### src/hdl/assert_macros.svh
// ----------------------------------------------------------------------------
// Assertion macros
// Shared concurrent assertion wrappers; they compile away when SYNTH is set.
// ----------------------------------------------------------------------------
`ifndef ASSERT_MACROS_SVH
`define ASSERT_MACROS_SVH

`ifndef SYNTH

// Condition that must hold at every clock edge outside reset.
`define ASSERT_ALWAYS(lbl, clk, rst, cond, msg) \
  lbl: assert property (@(posedge clk) disable iff (rst) (cond)) else $error(msg);

// Same-cycle implication.
`define ASSERT_IMPL(lbl, clk, rst, ante, cons, msg) \
  lbl: assert property (@(posedge clk) disable iff (rst) (ante) |-> (cons)) else $error(msg);

// Next-cycle implication.
`define ASSERT_NEXT(lbl, clk, rst, ante, cons, msg) \
  lbl: assert property (@(posedge clk) disable iff (rst) (ante) |=> (cons)) else $error(msg);

`else

`define ASSERT_ALWAYS(lbl, clk, rst, cond, msg)
`define ASSERT_IMPL(lbl, clk, rst, ante, cons, msg)
`define ASSERT_NEXT(lbl, clk, rst, ante, cons, msg)

`endif

`endif

### src/hdl/fofd_pkg.sv
`timescale 1ns / 1ps
// ----------------------------------------------------------------------------
// fofd_pkg
// Types, constants and stencil tables for the fourth-order derivative line.
// ----------------------------------------------------------------------------
package fofd_pkg;

  // Field and storage sizes
  localparam int VARIABLES   = 4;
  localparam int SAMPLE_BITS = 24;
  localparam int VAR_W       = 2;
  localparam int TAPS        = 5;
  localparam int OUT_BITS    = 28;
  localparam int CNT_W       = 3;

  // Stencil weights fit in 7 signed bits; sum of |weights| is at most 2^7
  localparam int COEF_W      = 7;
  localparam int COEF_LOG2   = 7;
  localparam int PROD_W      = SAMPLE_BITS + COEF_W;
  localparam int SUM_W       = SAMPLE_BITS + COEF_LOG2 + 1;

  // Divide by 12: round by adding 6, drop two bits, then divide by 3
  // through a reciprocal multiply (exact for dividends below 2^32).
  localparam int ROUND_HALF  = 6;
  localparam int DIV_IN_W    = SUM_W - 2;
  localparam int RECIP_W     = 32;
  localparam logic [RECIP_W-1:0] RECIP3 = 32'hAAAA_AAAB;
  localparam int RECIP_SHIFT = 33;
  localparam int MUL_W       = DIV_IN_W + RECIP_W;
  localparam int Q_W         = MUL_W - RECIP_SHIFT;

  // Output saturation limits
  localparam logic signed [OUT_BITS-1:0] OUT_MAX = {1'b0, {(OUT_BITS-1){1'b1}}};
  localparam logic signed [OUT_BITS-1:0] OUT_MIN = {1'b1, {(OUT_BITS-1){1'b0}}};
  localparam logic [Q_W-1:0] POS_LIM = Q_W'(OUT_MAX);
  localparam logic [Q_W-1:0] NEG_LIM = POS_LIM + Q_W'(1);

  // Point count saturates one past a full window
  localparam logic [CNT_W-1:0] CNT_FULL = CNT_W'(TAPS);
  localparam logic [CNT_W-1:0] CNT_SAT  = CNT_W'(TAPS + 1);

  // Kind of work handed from the window stage to the stencil stage
  typedef enum logic [1:0] {
    JOB_FIRST = 2'd0,   // line start: first, second, inner point
    JOB_INNER = 2'd1,   // one interior point
    JOB_END   = 2'd2,   // line end: inner, penultimate, last point
    JOB_SHORT = 2'd3    // line too short: single error result
  } job_kind_t;

  typedef enum logic [2:0] {
    STC_FIRST  = 3'd0,
    STC_SECOND = 3'd1,
    STC_INNER  = 3'd2,
    STC_PENULT = 3'd3,
    STC_LAST   = 3'd4
  } stencil_t;

  typedef logic [TAPS-1:0][SAMPLE_BITS-1:0] win_t;
  typedef logic [TAPS-1:0][COEF_W-1:0]      coef_row_t;

  typedef struct packed {
    logic             valid;
    job_kind_t        kind;
    logic [VAR_W-1:0] var_id;
    win_t             win;
  } job_t;

  typedef struct packed {
    logic                    valid;
    logic signed [SUM_W-1:0] value;
    logic [VAR_W-1:0]        var_id;
    logic                    last;
    logic                    err;
  } sum_t;

  // Stencil used for a given result slot of a job
  function automatic stencil_t pick_stencil(job_kind_t kind, logic [1:0] step);
    stencil_t sel;
    sel = STC_INNER;
    case (kind)
      JOB_FIRST: begin
        case (step)
          2'd0:    sel = STC_FIRST;
          2'd1:    sel = STC_SECOND;
          default: sel = STC_INNER;
        endcase
      end
      JOB_END: begin
        case (step)
          2'd0:    sel = STC_INNER;
          2'd1:    sel = STC_PENULT;
          default: sel = STC_LAST;
        endcase
      end
      default: sel = STC_INNER;
    endcase
    return sel;
  endfunction

  // Weights, element 0 applies to the oldest tap (listed newest first here)
  function automatic coef_row_t stencil_row(stencil_t sel);
    coef_row_t row;
    case (sel)
      STC_FIRST:  row = {-7'sd3,  7'sd16, -7'sd36,  7'sd48, -7'sd25};
      STC_SECOND: row = { 7'sd1, -7'sd6,   7'sd18, -7'sd10, -7'sd3};
      STC_INNER:  row = {-7'sd1,  7'sd8,   7'sd0,  -7'sd8,   7'sd1};
      STC_PENULT: row = { 7'sd3,  7'sd10, -7'sd18,  7'sd6,  -7'sd1};
      STC_LAST:   row = { 7'sd25, -7'sd48, 7'sd36, -7'sd16,  7'sd3};
      default:    row = '0;
    endcase
    return row;
  endfunction

endpackage

### src/hdl/fofd_in_if.sv
`timescale 1ns / 1ps
// ----------------------------------------------------------------------------
// fofd_in_if
// Sample channel: valid/ready handshake with sample, variable and line end.
// ----------------------------------------------------------------------------
interface fofd_in_if;
  import fofd_pkg::*;

  logic                          valid;
  logic                          ready;
  logic signed [SAMPLE_BITS-1:0] sample;
  logic [VAR_W-1:0]              variable;
  logic                          line_end;

  modport source (output valid, sample, variable, line_end, input ready);
  modport sink   (input valid, sample, variable, line_end, output ready);
endinterface

### src/hdl/fofd_out_if.sv
`timescale 1ns / 1ps
// ----------------------------------------------------------------------------
// fofd_out_if
// Result channel: valid/ready handshake with derivative and its tags.
// ----------------------------------------------------------------------------
interface fofd_out_if;
  import fofd_pkg::*;

  logic                       valid;
  logic                       ready;
  logic signed [OUT_BITS-1:0] derivative;
  logic [VAR_W-1:0]           result_variable;
  logic                       line_last;
  logic                       short_line_error;

  modport source (output valid, derivative, result_variable, line_last,
                  short_line_error, input ready);
  modport sink   (input valid, derivative, result_variable, line_last,
                  short_line_error, output ready);
endinterface

### src/hdl/fourth_order_first_derivative_line_top.sv
`timescale 1ns / 1ps
// ----------------------------------------------------------------------------
// fourth_order_first_derivative_line_top
// Fourth-order finite-difference first derivative along a grid line.
// ----------------------------------------------------------------------------
// Samples of up to four interleaved variables stream in with their variable
// number and a line-end mark; each variable keeps its own five-sample window
// and point count. The fifth sample of a line yields three results (first,
// second and first interior point), each later sample one interior result,
// and the line's last sample three results (interior, second-to-last, last).
// Lines of five points or fewer yield one result with short_line_error set
// and derivative zero. A sample is taken every cycle while it yields at most
// one result and the output does not stall; one yielding three holds the
// input until its last result issues, as the stencil unit evaluates one
// five-tap sum per cycle while its sum register is free. Results pass the
// window, stencil sum, divide by 12 (reciprocal multiply), result registers.
// Rounding is to nearest, ties away from zero; outputs saturate to 28 bits.
// ----------------------------------------------------------------------------
`include "assert_macros.svh"

module fourth_order_first_derivative_line_top (
  input logic        clk,
  input logic        rst,
  fofd_in_if.sink    in_ch,
  fofd_out_if.source out_ch
);
  import fofd_pkg::*;

  job_t job;
  logic job_take;
  sum_t sum;
  logic sum_take;

  fofd_window u_window (
    .clk      (clk),
    .rst      (rst),
    .in_ch    (in_ch),
    .job      (job),
    .job_take (job_take)
  );

  fofd_stencil u_stencil (
    .clk      (clk),
    .rst      (rst),
    .job      (job),
    .job_take (job_take),
    .sum      (sum),
    .sum_take (sum_take)
  );

  fofd_scale u_scale (
    .clk      (clk),
    .rst      (rst),
    .sum      (sum),
    .sum_take (sum_take),
    .out_ch   (out_ch)
  );

  // A pending job is never dropped before all its results are issued
  `ASSERT_NEXT(a_job_held, clk, rst, job.valid && !job_take, job.valid, "job lost before taken")

  // Every line end of a known variable produces a job
  `ASSERT_NEXT(a_end_job, clk, rst, in_ch.valid && in_ch.ready && in_ch.line_end && (int'(in_ch.variable) < VARIABLES), job.valid, "line end without job")

  // Error results carry a zero derivative and close the line
  `ASSERT_IMPL(a_err_zero, clk, rst, out_ch.valid && out_ch.short_line_error, (out_ch.derivative == '0) && out_ch.line_last, "bad short line result")

endmodule

### src/hdl/fofd_window.sv
`timescale 1ns / 1ps
// ----------------------------------------------------------------------------
// fofd_window
// Per-variable five-sample windows and point counts; classifies each sample
// and loads a job register with the updated window.
// ----------------------------------------------------------------------------
module fofd_window (
  input  logic          clk,
  input  logic          rst,
  fofd_in_if.sink       in_ch,
  output fofd_pkg::job_t job,
  input  logic          job_take
);
  import fofd_pkg::*;

  // Window contents only reach a result after five fresh samples, so no reset
  win_t             win [VARIABLES];
  logic [CNT_W-1:0] cnt [VARIABLES];

  logic             accept;
  logic             var_ok;
  logic [CNT_W-1:0] cnt_next;
  win_t             win_next;
  job_kind_t        kind_next;
  logic             load;

  logic             job_valid;
  job_kind_t        job_kind;
  logic [VAR_W-1:0] job_var;
  win_t             job_win;

  assign in_ch.ready = !job_valid || job_take;
  assign accept      = in_ch.valid && in_ch.ready;
  assign var_ok      = int'(in_ch.variable) < VARIABLES;

  // Shift the new sample in and classify the point
  always_comb begin
    for (int k = 0; k < TAPS - 1; k++) begin
      win_next[k] = win[in_ch.variable][k+1];
    end
    win_next[TAPS-1] = in_ch.sample;

    cnt_next = (cnt[in_ch.variable] >= CNT_SAT) ? CNT_SAT
                                                : cnt[in_ch.variable] + CNT_W'(1);
    kind_next = JOB_INNER;
    load      = 1'b0;
    if (in_ch.line_end) begin
      load      = 1'b1;
      kind_next = (cnt_next <= CNT_FULL) ? JOB_SHORT : JOB_END;
    end else if (cnt_next == CNT_FULL) begin
      load      = 1'b1;
      kind_next = JOB_FIRST;
    end else if (cnt_next == CNT_SAT) begin
      load      = 1'b1;
      kind_next = JOB_INNER;
    end
  end

  // Window and count update
  always_ff @(posedge clk) begin
    if (accept && var_ok) begin
      win[in_ch.variable] <= win_next;
    end
  end

  always_ff @(posedge clk) begin
    if (rst) begin
      for (int i = 0; i < VARIABLES; i++) begin
        cnt[i] <= '0;
      end
    end else if (accept && var_ok) begin
      cnt[in_ch.variable] <= in_ch.line_end ? '0 : cnt_next;
    end
  end

  // Job register
  always_ff @(posedge clk) begin
    if (rst) begin
      job_valid <= 1'b0;
    end else if (accept && var_ok && load) begin
      job_valid <= 1'b1;
    end else if (job_take) begin
      job_valid <= 1'b0;
    end
  end

  always_ff @(posedge clk) begin
    if (accept && var_ok && load) begin
      job_kind <= kind_next;
      job_var  <= in_ch.variable;
      job_win  <= win_next;
    end
  end

  assign job = '{valid: job_valid, kind: job_kind, var_id: job_var, win: job_win};

endmodule

### src/hdl/fofd_stencil.sv
`timescale 1ns / 1ps
// ----------------------------------------------------------------------------
// fofd_stencil
// Evaluates one weighted five-tap stencil sum per cycle while the sum
// register is free; a three-result job is stepped through three slots.
// ----------------------------------------------------------------------------
module fofd_stencil (
  input  logic           clk,
  input  logic           rst,
  input  fofd_pkg::job_t job,
  output logic           job_take,
  output fofd_pkg::sum_t sum,
  input  logic           sum_take
);
  import fofd_pkg::*;

  logic [1:0]               step;
  logic [1:0]               last_step;
  logic                     fire;
  logic                     at_last;
  coef_row_t                coefs;
  logic signed [PROD_W-1:0] wx;
  logic signed [PROD_W-1:0] cx;
  logic signed [PROD_W-1:0] pr;
  logic signed [SUM_W-1:0]  acc;

  logic                     sum_valid;
  logic signed [SUM_W-1:0]  sum_value;
  logic [VAR_W-1:0]         sum_var;
  logic                     sum_last;
  logic                     sum_err;

  // Result slot control
  assign last_step = (job.kind == JOB_FIRST || job.kind == JOB_END) ? 2'd2 : 2'd0;
  assign fire      = job.valid && (!sum_valid || sum_take);
  assign at_last   = (step == last_step);
  assign job_take  = fire && at_last;
  assign coefs     = stencil_row(pick_stencil(job.kind, step));

  // Weighted sum over the five taps
  always_comb begin
    acc = '0;
    wx  = '0;
    cx  = '0;
    pr  = '0;
    for (int k = 0; k < TAPS; k++) begin
      wx  = {{(PROD_W-SAMPLE_BITS){job.win[k][SAMPLE_BITS-1]}}, job.win[k]};
      cx  = {{(PROD_W-COEF_W){coefs[k][COEF_W-1]}}, coefs[k]};
      pr  = wx * cx;
      acc = acc + {{(SUM_W-PROD_W){pr[PROD_W-1]}}, pr};
    end
  end

  always_ff @(posedge clk) begin
    if (rst) begin
      step <= 2'd0;
    end else if (fire) begin
      step <= at_last ? 2'd0 : step + 2'd1;
    end
  end

  // Sum register
  always_ff @(posedge clk) begin
    if (rst) begin
      sum_valid <= 1'b0;
    end else if (fire) begin
      sum_valid <= 1'b1;
    end else if (sum_take) begin
      sum_valid <= 1'b0;
    end
  end

  always_ff @(posedge clk) begin
    if (fire) begin
      sum_value <= (job.kind == JOB_SHORT) ? '0 : acc;
      sum_var   <= job.var_id;
      sum_last  <= at_last && (job.kind == JOB_END || job.kind == JOB_SHORT);
      sum_err   <= (job.kind == JOB_SHORT);
    end
  end

  assign sum = '{valid: sum_valid, value: sum_value, var_id: sum_var,
                 last: sum_last, err: sum_err};

endmodule

### src/hdl/fofd_scale.sv
`timescale 1ns / 1ps
// ----------------------------------------------------------------------------
// fofd_scale
// Divides the stencil sum by 12 with round-half-away-from-zero, saturates
// to the output width and holds the result register.
// ----------------------------------------------------------------------------
module fofd_scale (
  input  logic           clk,
  input  logic           rst,
  input  fofd_pkg::sum_t sum,
  output logic           sum_take,
  fofd_out_if.source     out_ch
);
  import fofd_pkg::*;

  logic [SUM_W-1:0]         mag;
  logic [SUM_W-1:0]         mag_rnd;
  logic [DIV_IN_W-1:0]      quad;
  logic [MUL_W-1:0]         prod;

  logic                     a_valid;
  logic                     a_take;
  logic [MUL_W-1:0]         a_prod;
  logic                     a_neg;
  logic [VAR_W-1:0]         a_var;
  logic                     a_last;
  logic                     a_err;

  logic [Q_W-1:0]           q;
  logic signed [OUT_BITS-1:0] deriv_next;

  logic                     o_valid;
  logic signed [OUT_BITS-1:0] o_deriv;
  logic [VAR_W-1:0]         o_var;
  logic                     o_last;
  logic                     o_err;

  assign a_take   = a_valid && (!o_valid || out_ch.ready);
  assign sum_take = sum.valid && (!a_valid || a_take);

  // Magnitude plus half, divided by 4, times the reciprocal of 3
  assign mag     = sum.value[SUM_W-1] ? -sum.value : sum.value;
  assign mag_rnd = mag + SUM_W'(ROUND_HALF);
  assign quad    = mag_rnd[SUM_W-1:2];
  assign prod    = MUL_W'(quad) * MUL_W'(RECIP3);

  always_ff @(posedge clk) begin
    if (rst) begin
      a_valid <= 1'b0;
    end else if (sum_take) begin
      a_valid <= 1'b1;
    end else if (a_take) begin
      a_valid <= 1'b0;
    end
  end

  always_ff @(posedge clk) begin
    if (sum_take) begin
      a_prod <= prod;
      a_neg  <= sum.value[SUM_W-1];
      a_var  <= sum.var_id;
      a_last <= sum.last;
      a_err  <= sum.err;
    end
  end

  // Quotient, sign restore and saturation
  assign q = a_prod[MUL_W-1:RECIP_SHIFT];

  always_comb begin
    if (!a_neg) begin
      deriv_next = (q > POS_LIM) ? OUT_MAX : q[OUT_BITS-1:0];
    end else begin
      deriv_next = (q > NEG_LIM) ? OUT_MIN : -q[OUT_BITS-1:0];
    end
  end

  // Result register
  always_ff @(posedge clk) begin
    if (rst) begin
      o_valid <= 1'b0;
    end else if (a_take) begin
      o_valid <= 1'b1;
    end else if (out_ch.ready) begin
      o_valid <= 1'b0;
    end
  end

  always_ff @(posedge clk) begin
    if (a_take) begin
      o_deriv <= deriv_next;
      o_var   <= a_var;
      o_last  <= a_last;
      o_err   <= a_err;
    end
  end

  assign out_ch.valid            = o_valid;
  assign out_ch.derivative       = o_deriv;
  assign out_ch.result_variable  = o_var;
  assign out_ch.line_last        = o_last;
  assign out_ch.short_line_error = o_err;

endmodule
### src/flat_wrapper.sv
// flat-port wrapper written by rule: the top's interface ports become plain ports
module fourth_order_first_derivative_line_top_flat import fofd_pkg::*;
  (clk, rst, in_ch_valid, in_ch_sample, in_ch_variable, in_ch_line_end, in_ch_ready, out_ch_valid, out_ch_derivative, out_ch_result_variable, out_ch_line_last, out_ch_short_line_error, out_ch_ready);
  fofd_in_if in_ch_i ();
  fofd_out_if out_ch_i ();
  input logic clk;
  input logic rst;
  input wire logic [$bits(in_ch_i.valid)-1:0] in_ch_valid;
  input wire logic [$bits(in_ch_i.sample)-1:0] in_ch_sample;
  input wire logic [$bits(in_ch_i.variable)-1:0] in_ch_variable;
  input wire logic [$bits(in_ch_i.line_end)-1:0] in_ch_line_end;
  output wire logic [$bits(in_ch_i.ready)-1:0] in_ch_ready;
  output wire logic [$bits(out_ch_i.valid)-1:0] out_ch_valid;
  output wire logic [$bits(out_ch_i.derivative)-1:0] out_ch_derivative;
  output wire logic [$bits(out_ch_i.result_variable)-1:0] out_ch_result_variable;
  output wire logic [$bits(out_ch_i.line_last)-1:0] out_ch_line_last;
  output wire logic [$bits(out_ch_i.short_line_error)-1:0] out_ch_short_line_error;
  input wire logic [$bits(out_ch_i.ready)-1:0] out_ch_ready;
  assign in_ch_i.valid = in_ch_valid;
  assign in_ch_i.sample = in_ch_sample;
  assign in_ch_i.variable = in_ch_variable;
  assign in_ch_i.line_end = in_ch_line_end;
  assign in_ch_ready = in_ch_i.ready;
  assign out_ch_valid = out_ch_i.valid;
  assign out_ch_derivative = out_ch_i.derivative;
  assign out_ch_result_variable = out_ch_i.result_variable;
  assign out_ch_line_last = out_ch_i.line_last;
  assign out_ch_short_line_error = out_ch_i.short_line_error;
  assign out_ch_i.ready = out_ch_ready;
  fourth_order_first_derivative_line_top u_core (.clk(clk), .rst(rst), .in_ch(in_ch_i), .out_ch(out_ch_i));
endmodule
### config.mk
export PLATFORM = sky130hd
export DESIGN_NAME = fourth_order_first_derivative_line_top_flat
export DESIGN_NICKNAME = d
export VERILOG_FILES = /design/src/hdl/fofd_pkg.sv /design/src/hdl/fofd_in_if.sv /design/src/hdl/fofd_out_if.sv /design/src/hdl/fourth_order_first_derivative_line_top.sv /design/src/hdl/fofd_window.sv /design/src/hdl/fofd_stencil.sv /design/src/hdl/fofd_scale.sv /design/src/flat_wrapper.sv
export VERILOG_INCLUDE_DIRS = /design/src /design/src/hdl
export SDC_FILE = /design/constraint.sdc
export NUM_CORES = 2
export LEC_CHECK = 0
export BUFFER_PORTS_ARGS = -buffer_cell sky130_fd_sc_hd__buf_2
export CAP_MARGIN = 30
export CORE_ASPECT_RATIO = 1.25
export CORE_MARGIN = 2
export CORE_UTILIZATION = 30
export CTS_CLUSTER_SIZE = 10
export DETAILED_ROUTE_END_ITERATION = 6
export SYNTH_ARGS = -nofsm -noshare
export SYNTH_HDL_FRONTEND = slang
export SYNTH_SLANG_ARGS = --single-unit
### constraint.sdc
create_clock -name clk -period 31.2 [get_ports clk]
set_input_delay 3.12 -clock clk [delete_from_list [all_inputs] [get_ports clk]]
set_output_delay 3.12 -clock clk [all_outputs]
set_load 0.005 [all_outputs]
### Word level (Yosys, flattened, before mapping)

Memories as Yosys holds them, arrays and structs flattened.
Cells that the tools add are included.

* RAM bits: 492
* logic and storage cells: 116
* latch bits: 0
* memories kept: 2
* register bits: 265
* output and inout bits: 34
* bits in read-only memories: 0

* reductions and logical operators: 25
* magnitude comparators: 4
* add/sub/neg operators: 9
* shift-type cells: 0
* div/mod/pow operators: 0
* multiplexer cells: 35
* eq/ne operators: 10
* $mul: 6
* bitwise operators: 0

Memories
* u_core.u_window.win: depth 4, bits a word 120, rd ports 1, clocked after memory_dff 0, write ports 1, line fofd_window.sv:17 `win_t win [VARIABLES];`
* u_core.u_window.cnt: depth 4, bits a word 3, rd ports 1, clocked after memory_dff 0, write ports 4, line fofd_window.sv:18 `logic [CNT_W-1:0] cnt [VARIABLES];`

Operators by type and width (count)
* $pmux W35 S5: 1
* $mul A24 B7 Y31: 5
* $add A32 B32 Y32: 3
* $mux W28: 3
* $mul A30 B32 Y62 const B: 1
* $add A31 B31 Y32: 1
* $add A32 B3 Y32 const B: 1
* $mux W32: 1
* $neg A32 Y32: 1
* $gt A29 B27 Y1 const B: 1
* $gt A29 B28 Y1 const B: 1
* $neg A28 Y28: 1
* $mux W1: 20
* $pmux W3 S2: 2
* $eq A3 B3 Y1 const B: 3
* $mux W3: 3
* $mux W2: 4
* $reduce_bool A2 Y1: 4
* $logic_and A1 B1 Y1: 7
* $eq A3 B2 Y1 const B: 2
* $logic_or A1 B1 Y1: 6
* $eq A2 B2 Y1 const B: 2
* $logic_not A1 Y1: 4
* $logic_not A2 Y1: 2
* other kinds (10): 10

### Depth between registers and ports, before layout

* word-level depth: 15
* gate-level depth with buffers: 48
* mapped depth without buffers: 46

### By module

A second synthesis with hierarchy kept.

* cells, all modules: 5497
* area total of the unflattened synthesis: 63667.3 um^2

Modules (own cells, without submodules)
* fofd_stencil: seq. area each 1141.1 um^2, times used 1, cells each 3081, area each 28817.6 um^2
* fofd_window: seq. area each 15635.0 um^2, times used 1, cells each 706, area each 18390.1 um^2
* fofd_scale: seq. area each 2021.9 um^2, times used 1, cells each 1710, area each 16459.5 um^2

### Least setup slack after synthesis

No wires, ideal clock.

* path kind: input to register
* start: in in_ch_variable[0]
* end: mem u_core.u_window.cnt[0][0], enable pin
* slack: 19.843 ns
* path buffers: 2
* data arrival time: 11.027 ns
* required time: 30.870 ns
* stages: 4
* cells stage by stage: clkbuf_1 > buf_1 > nor3_1 > or2_2

RTL lines
* start, declared: line flat_wrapper.sv:10 `input wire logic [$bits(in_ch_i.variable)-1:0] in_ch_variable;`
* end, declared: line fofd_window.sv:18

### Worst setup path in the final report

* start: reg u_core.u_window.job_kind[0]
* end: reg u_core.u_stencil.sum_value[31] (data pin)

* cells in the longest elaborated chain, start to end: 9

Ends and longest elaborated chain
* start, declared: line fofd_window.sv:28 `job_kind_t job_kind;`
* start signal, assigned: line fofd_window.sv:89 `job_kind <= kind_next;`
* $eq A2 B2 Y1 or $logic_not A2 Y1 (tied branches): line fofd_pkg.sv:80 `case (kind)`
* $pmux W3 S2: line fofd_pkg.sv:80
* $eq A3 B3 Y1 (tied with other cells): line fofd_pkg.sv:103 `case (sel)`
* $pmux W35 S5: line fofd_pkg.sv:103
* $mul A24 B7 Y31: line fofd_stencil.sv:49 `pr = wx * cx;`
* $add A31 B31 Y32: line fofd_stencil.sv:50 `acc = acc + {{(SUM_W-PROD_W){pr[PROD_W-1]}}, pr};`
* $add A32 B32 Y32 (3 in series): line fofd_stencil.sv:50
* end signal, assigned: line fofd_stencil.sv:75 `sum_value <= (job.kind == JOB_SHORT) ? '0 : acc;`
* end, declared: line fofd_stencil.sv:28 `logic signed [SUM_W-1:0] sum_value;`

Several ways; a longest one is shown, not always the timed one.
A chain may end at the register's enable or synchronous reset.

==> summary.txt <==
Slew Limit Headroom - 29.4%
Top cells by area, synth - edfxtp_1, fa_1, ha_1
Proportion of layout cells with a drive suffix above 1 - 6.52%
Clk_lat worst skew - 0.73 ns
Worst path buffer plus inverter count - 13
Nets - 7017
Avg Cell Area, Syn - 11.5 um2
Hold-fix buffers at CTS - 0
ANT nets after route - 0
CTS Buf Count - 78
Maxcap violations - 0
Clock Skew - 0.0523 ns
Global placement routability congestion - 0.876
RSZ-0062 raised after global routing - false
Syn_nets - 6976
Die Span X - 412 um
Final core occ - 33.0%
DR WL/cell - 17.1 um
Met3 Use GR - 1.52%
Max Slew Vio Count - 0
CTS Root Cell - clkbuf_16
Post-CTS sizing - 0
Via count - 37900
GR Util met2 - 25.4%
IO Count - 65
Synth top area share - 29.9%
Initial core utilization - 30.1%
First-pass GRT wire length - 228000 um
Count leader, synth - inv_1
Worst setup SP type - register
Max clock buf depth - 3
Crit-path max cell delay - 0.75 ns
CP endpoint kind - register
HPWL Detailed - 114000 um
GR peak layer - met2
Worst hold path class - register to register
Maximum clock rate - 79.5 MHz
Top FF cell, synth - edfxtp_1
Post-synthesis cell type count - 75
Commonest cells in the netlist - inv_1, fa_1, edfxtp_1, ha_1, nand2_1
Final Critical Period - 12.58 ns
Aggregate global-route resource usage - 13.6%
Pre-Repair DR Iteration Count - 5
Fin Setup TNS - 0 ns
Vias in the first global route - 42300
Vias per cell - 4.60
Outcome - finished clean
Core footprint - 208000 um2
Largest net degree at the start of global routing - 76
Yosys reg bits - 628
Die area - 212000 um2
Remaining routing DRC violations - 0
CTS tree - done
Crit path top cell by count - fa_1
Clk slew on worst S/H paths - 0.06 ns
H-Tree Depth - 3
Overflow after GRT - 0
Final setup vio count - 0
Row cnt - 187
1st-iter DRT viols - 1838
Area growth syn-to-layout - 9.52%
Seq/Total Area, Yosys - 30.1%
Initial antenna violation count - 4
Die Y - 515 um
Final Hold Vio Count - 0
Met1 usage - 16.1%
Worst Tran Pin Value - 1.05 ns
Final period util - 40.3%
Critical path peak fanout - 33
I/O Buffers - 64
Place WS - 18.72 ns
Post-synth top area cell - edfxtp_1
Ys Warns - 0
Final hold slack - 0.424 ns
Fraction of registers with async set/reset - 0%
Sink count of the clock tree - 628
Kind of critical path - register to register
Routed Wire Length - 141000 um
Mapped Area - 62600 um2
Cell family with most CP delay - adder cells
Filler Cells Inserted - 20700
Post-CTS setup buffer count - 0
WP data required - 31.65 ns
CP max stage cell - inv_1
EDFF count, synth - 622
Setup ws final - 18.62 ns
Syn Inst Count - 5432
Worst EP arrival - 13.03 ns
==> layout by cell type, fill, tap and decap left out, types with 16 or more instances in the layout <==
cell type | Yosys | final
inv_1 | 1188 | 1187
fa_1 | 898 | 898
edfxtp_1 | 622 | 622
ha_1 | 615 | 615
nand2_1 | 338 | 338
nor2_1 | 221 | 212
and2_1 | 144 | 144
a21oi_1 | 134 | 134
xnor2_1 | 133 | 133
o21ai_0 | 117 | 117
mux4_2 | 98 | 98
xor2_1 | 81 | 81
clkbuf_16 | 0 | 79
nor2b_1 | 73 | 71
a21o_1 | 68 | 68
buf_2 | 2 | 62
nor3_1 | 59 | 57
nand2b_1 | 56 | 56
nand3_1 | 44 | 44
or3_1 | 43 | 43
buf_4 | 0 | 37
or2_2 | 31 | 31
nand4_1 | 28 | 28
and3_1 | 28 | 28
a31oi_1 | 24 | 24
o311ai_0 | 23 | 23
o21a_1 | 20 | 20
clkbuf_1 | 124 | 19
a211oi_1 | 18 | 18
o21bai_1 | 16 | 16
o31ai_1 | 17 | 16
==> per-stage QoR <==
stage | std cells | cell area (um2)
floorplan | 5432 | 62600
global placement | 8129 | 66100
detailed placement | 8132 | 66200
CTS | 8249 | 68500
global route | 8251 | 68500
finish | 8253 | 68500
==> per-layer routing <==
metal | part of all wire [%] | wire length [um] | vias up
met5 | 0.0092 | 13 | -
met3 | 3.4 | 4760 | 213
li1 | - | - | 17800
met4 | 3.0 | 4170 | 2
met2 | 53 | 73900 | 608
met1 | 41 | 57900 | 19300
==> cells by family after synthesis <==
group / count (synthesis) / share of synthesized area, %
simple gates: 1124 / 8.96
mux: 106 / 3.66
compound gates: 514 / 5.27
buf+inv: 1333 / 8.03
xor+xnor: 214 / 3.00
flops: 628 / 30.1
fa+ha+maj: 1513 / 41.0
==> cell type report <==
class                           count  area (um2)  area share [%]
Multi-Input combinational cell   3471       38800            56.7
Sequential cell                   628       18800            27.4
Inverter                         1190        4470            6.52
Tap cell                         2740        3430            5.00
Clock buffer                       98        2050            2.99
Timing Repair Buffer              104         677           0.988
Clock inverter                     19         251           0.367
Antenna cell                        3        7.51          0.0110
==> final timing paths <==
kind / start / to / slack (ns) / cells past startpoint
worst min-delay path: u_core.u_window.job_var[1] / u_core.u_stencil.sum_var[1] / 0.42 / 0
worst min register to register: u_core.u_window.job_var[1] / u_core.u_stencil.sum_var[1] / 0.42 / 0
worst max-delay path: u_core.u_window.job_kind[0] / u_core.u_stencil.sum_value[31] / 18.62 / 46
worst max register to register: u_core.u_window.job_kind[0] / u_core.u_stencil.sum_value[31] / 18.62 / 46
==> state kept, by name, indices dropped and copies added (netlist names), 2 cells and up <==
name,cells
u_core.u_window.job_var,2
u_core.u_scale.a_var,2
u_core.u_window.cnt,12
u_core.u_scale.out_ch.result_variable,2
u_core.u_scale.a_prod,29
u_core.u_stencil.sum_value,32
u_core.u_window.win,384
u_core.u_window.job,120
u_core.u_stencil.step,2
u_core.u_stencil.sum_var,2
u_core.u_window.job_kind,2
u_core.u_scale.out_ch.derivative,28
Power is not shown: default switching activity piles up to over one toggle a cycle in this logic, so the estimate is an artifact.
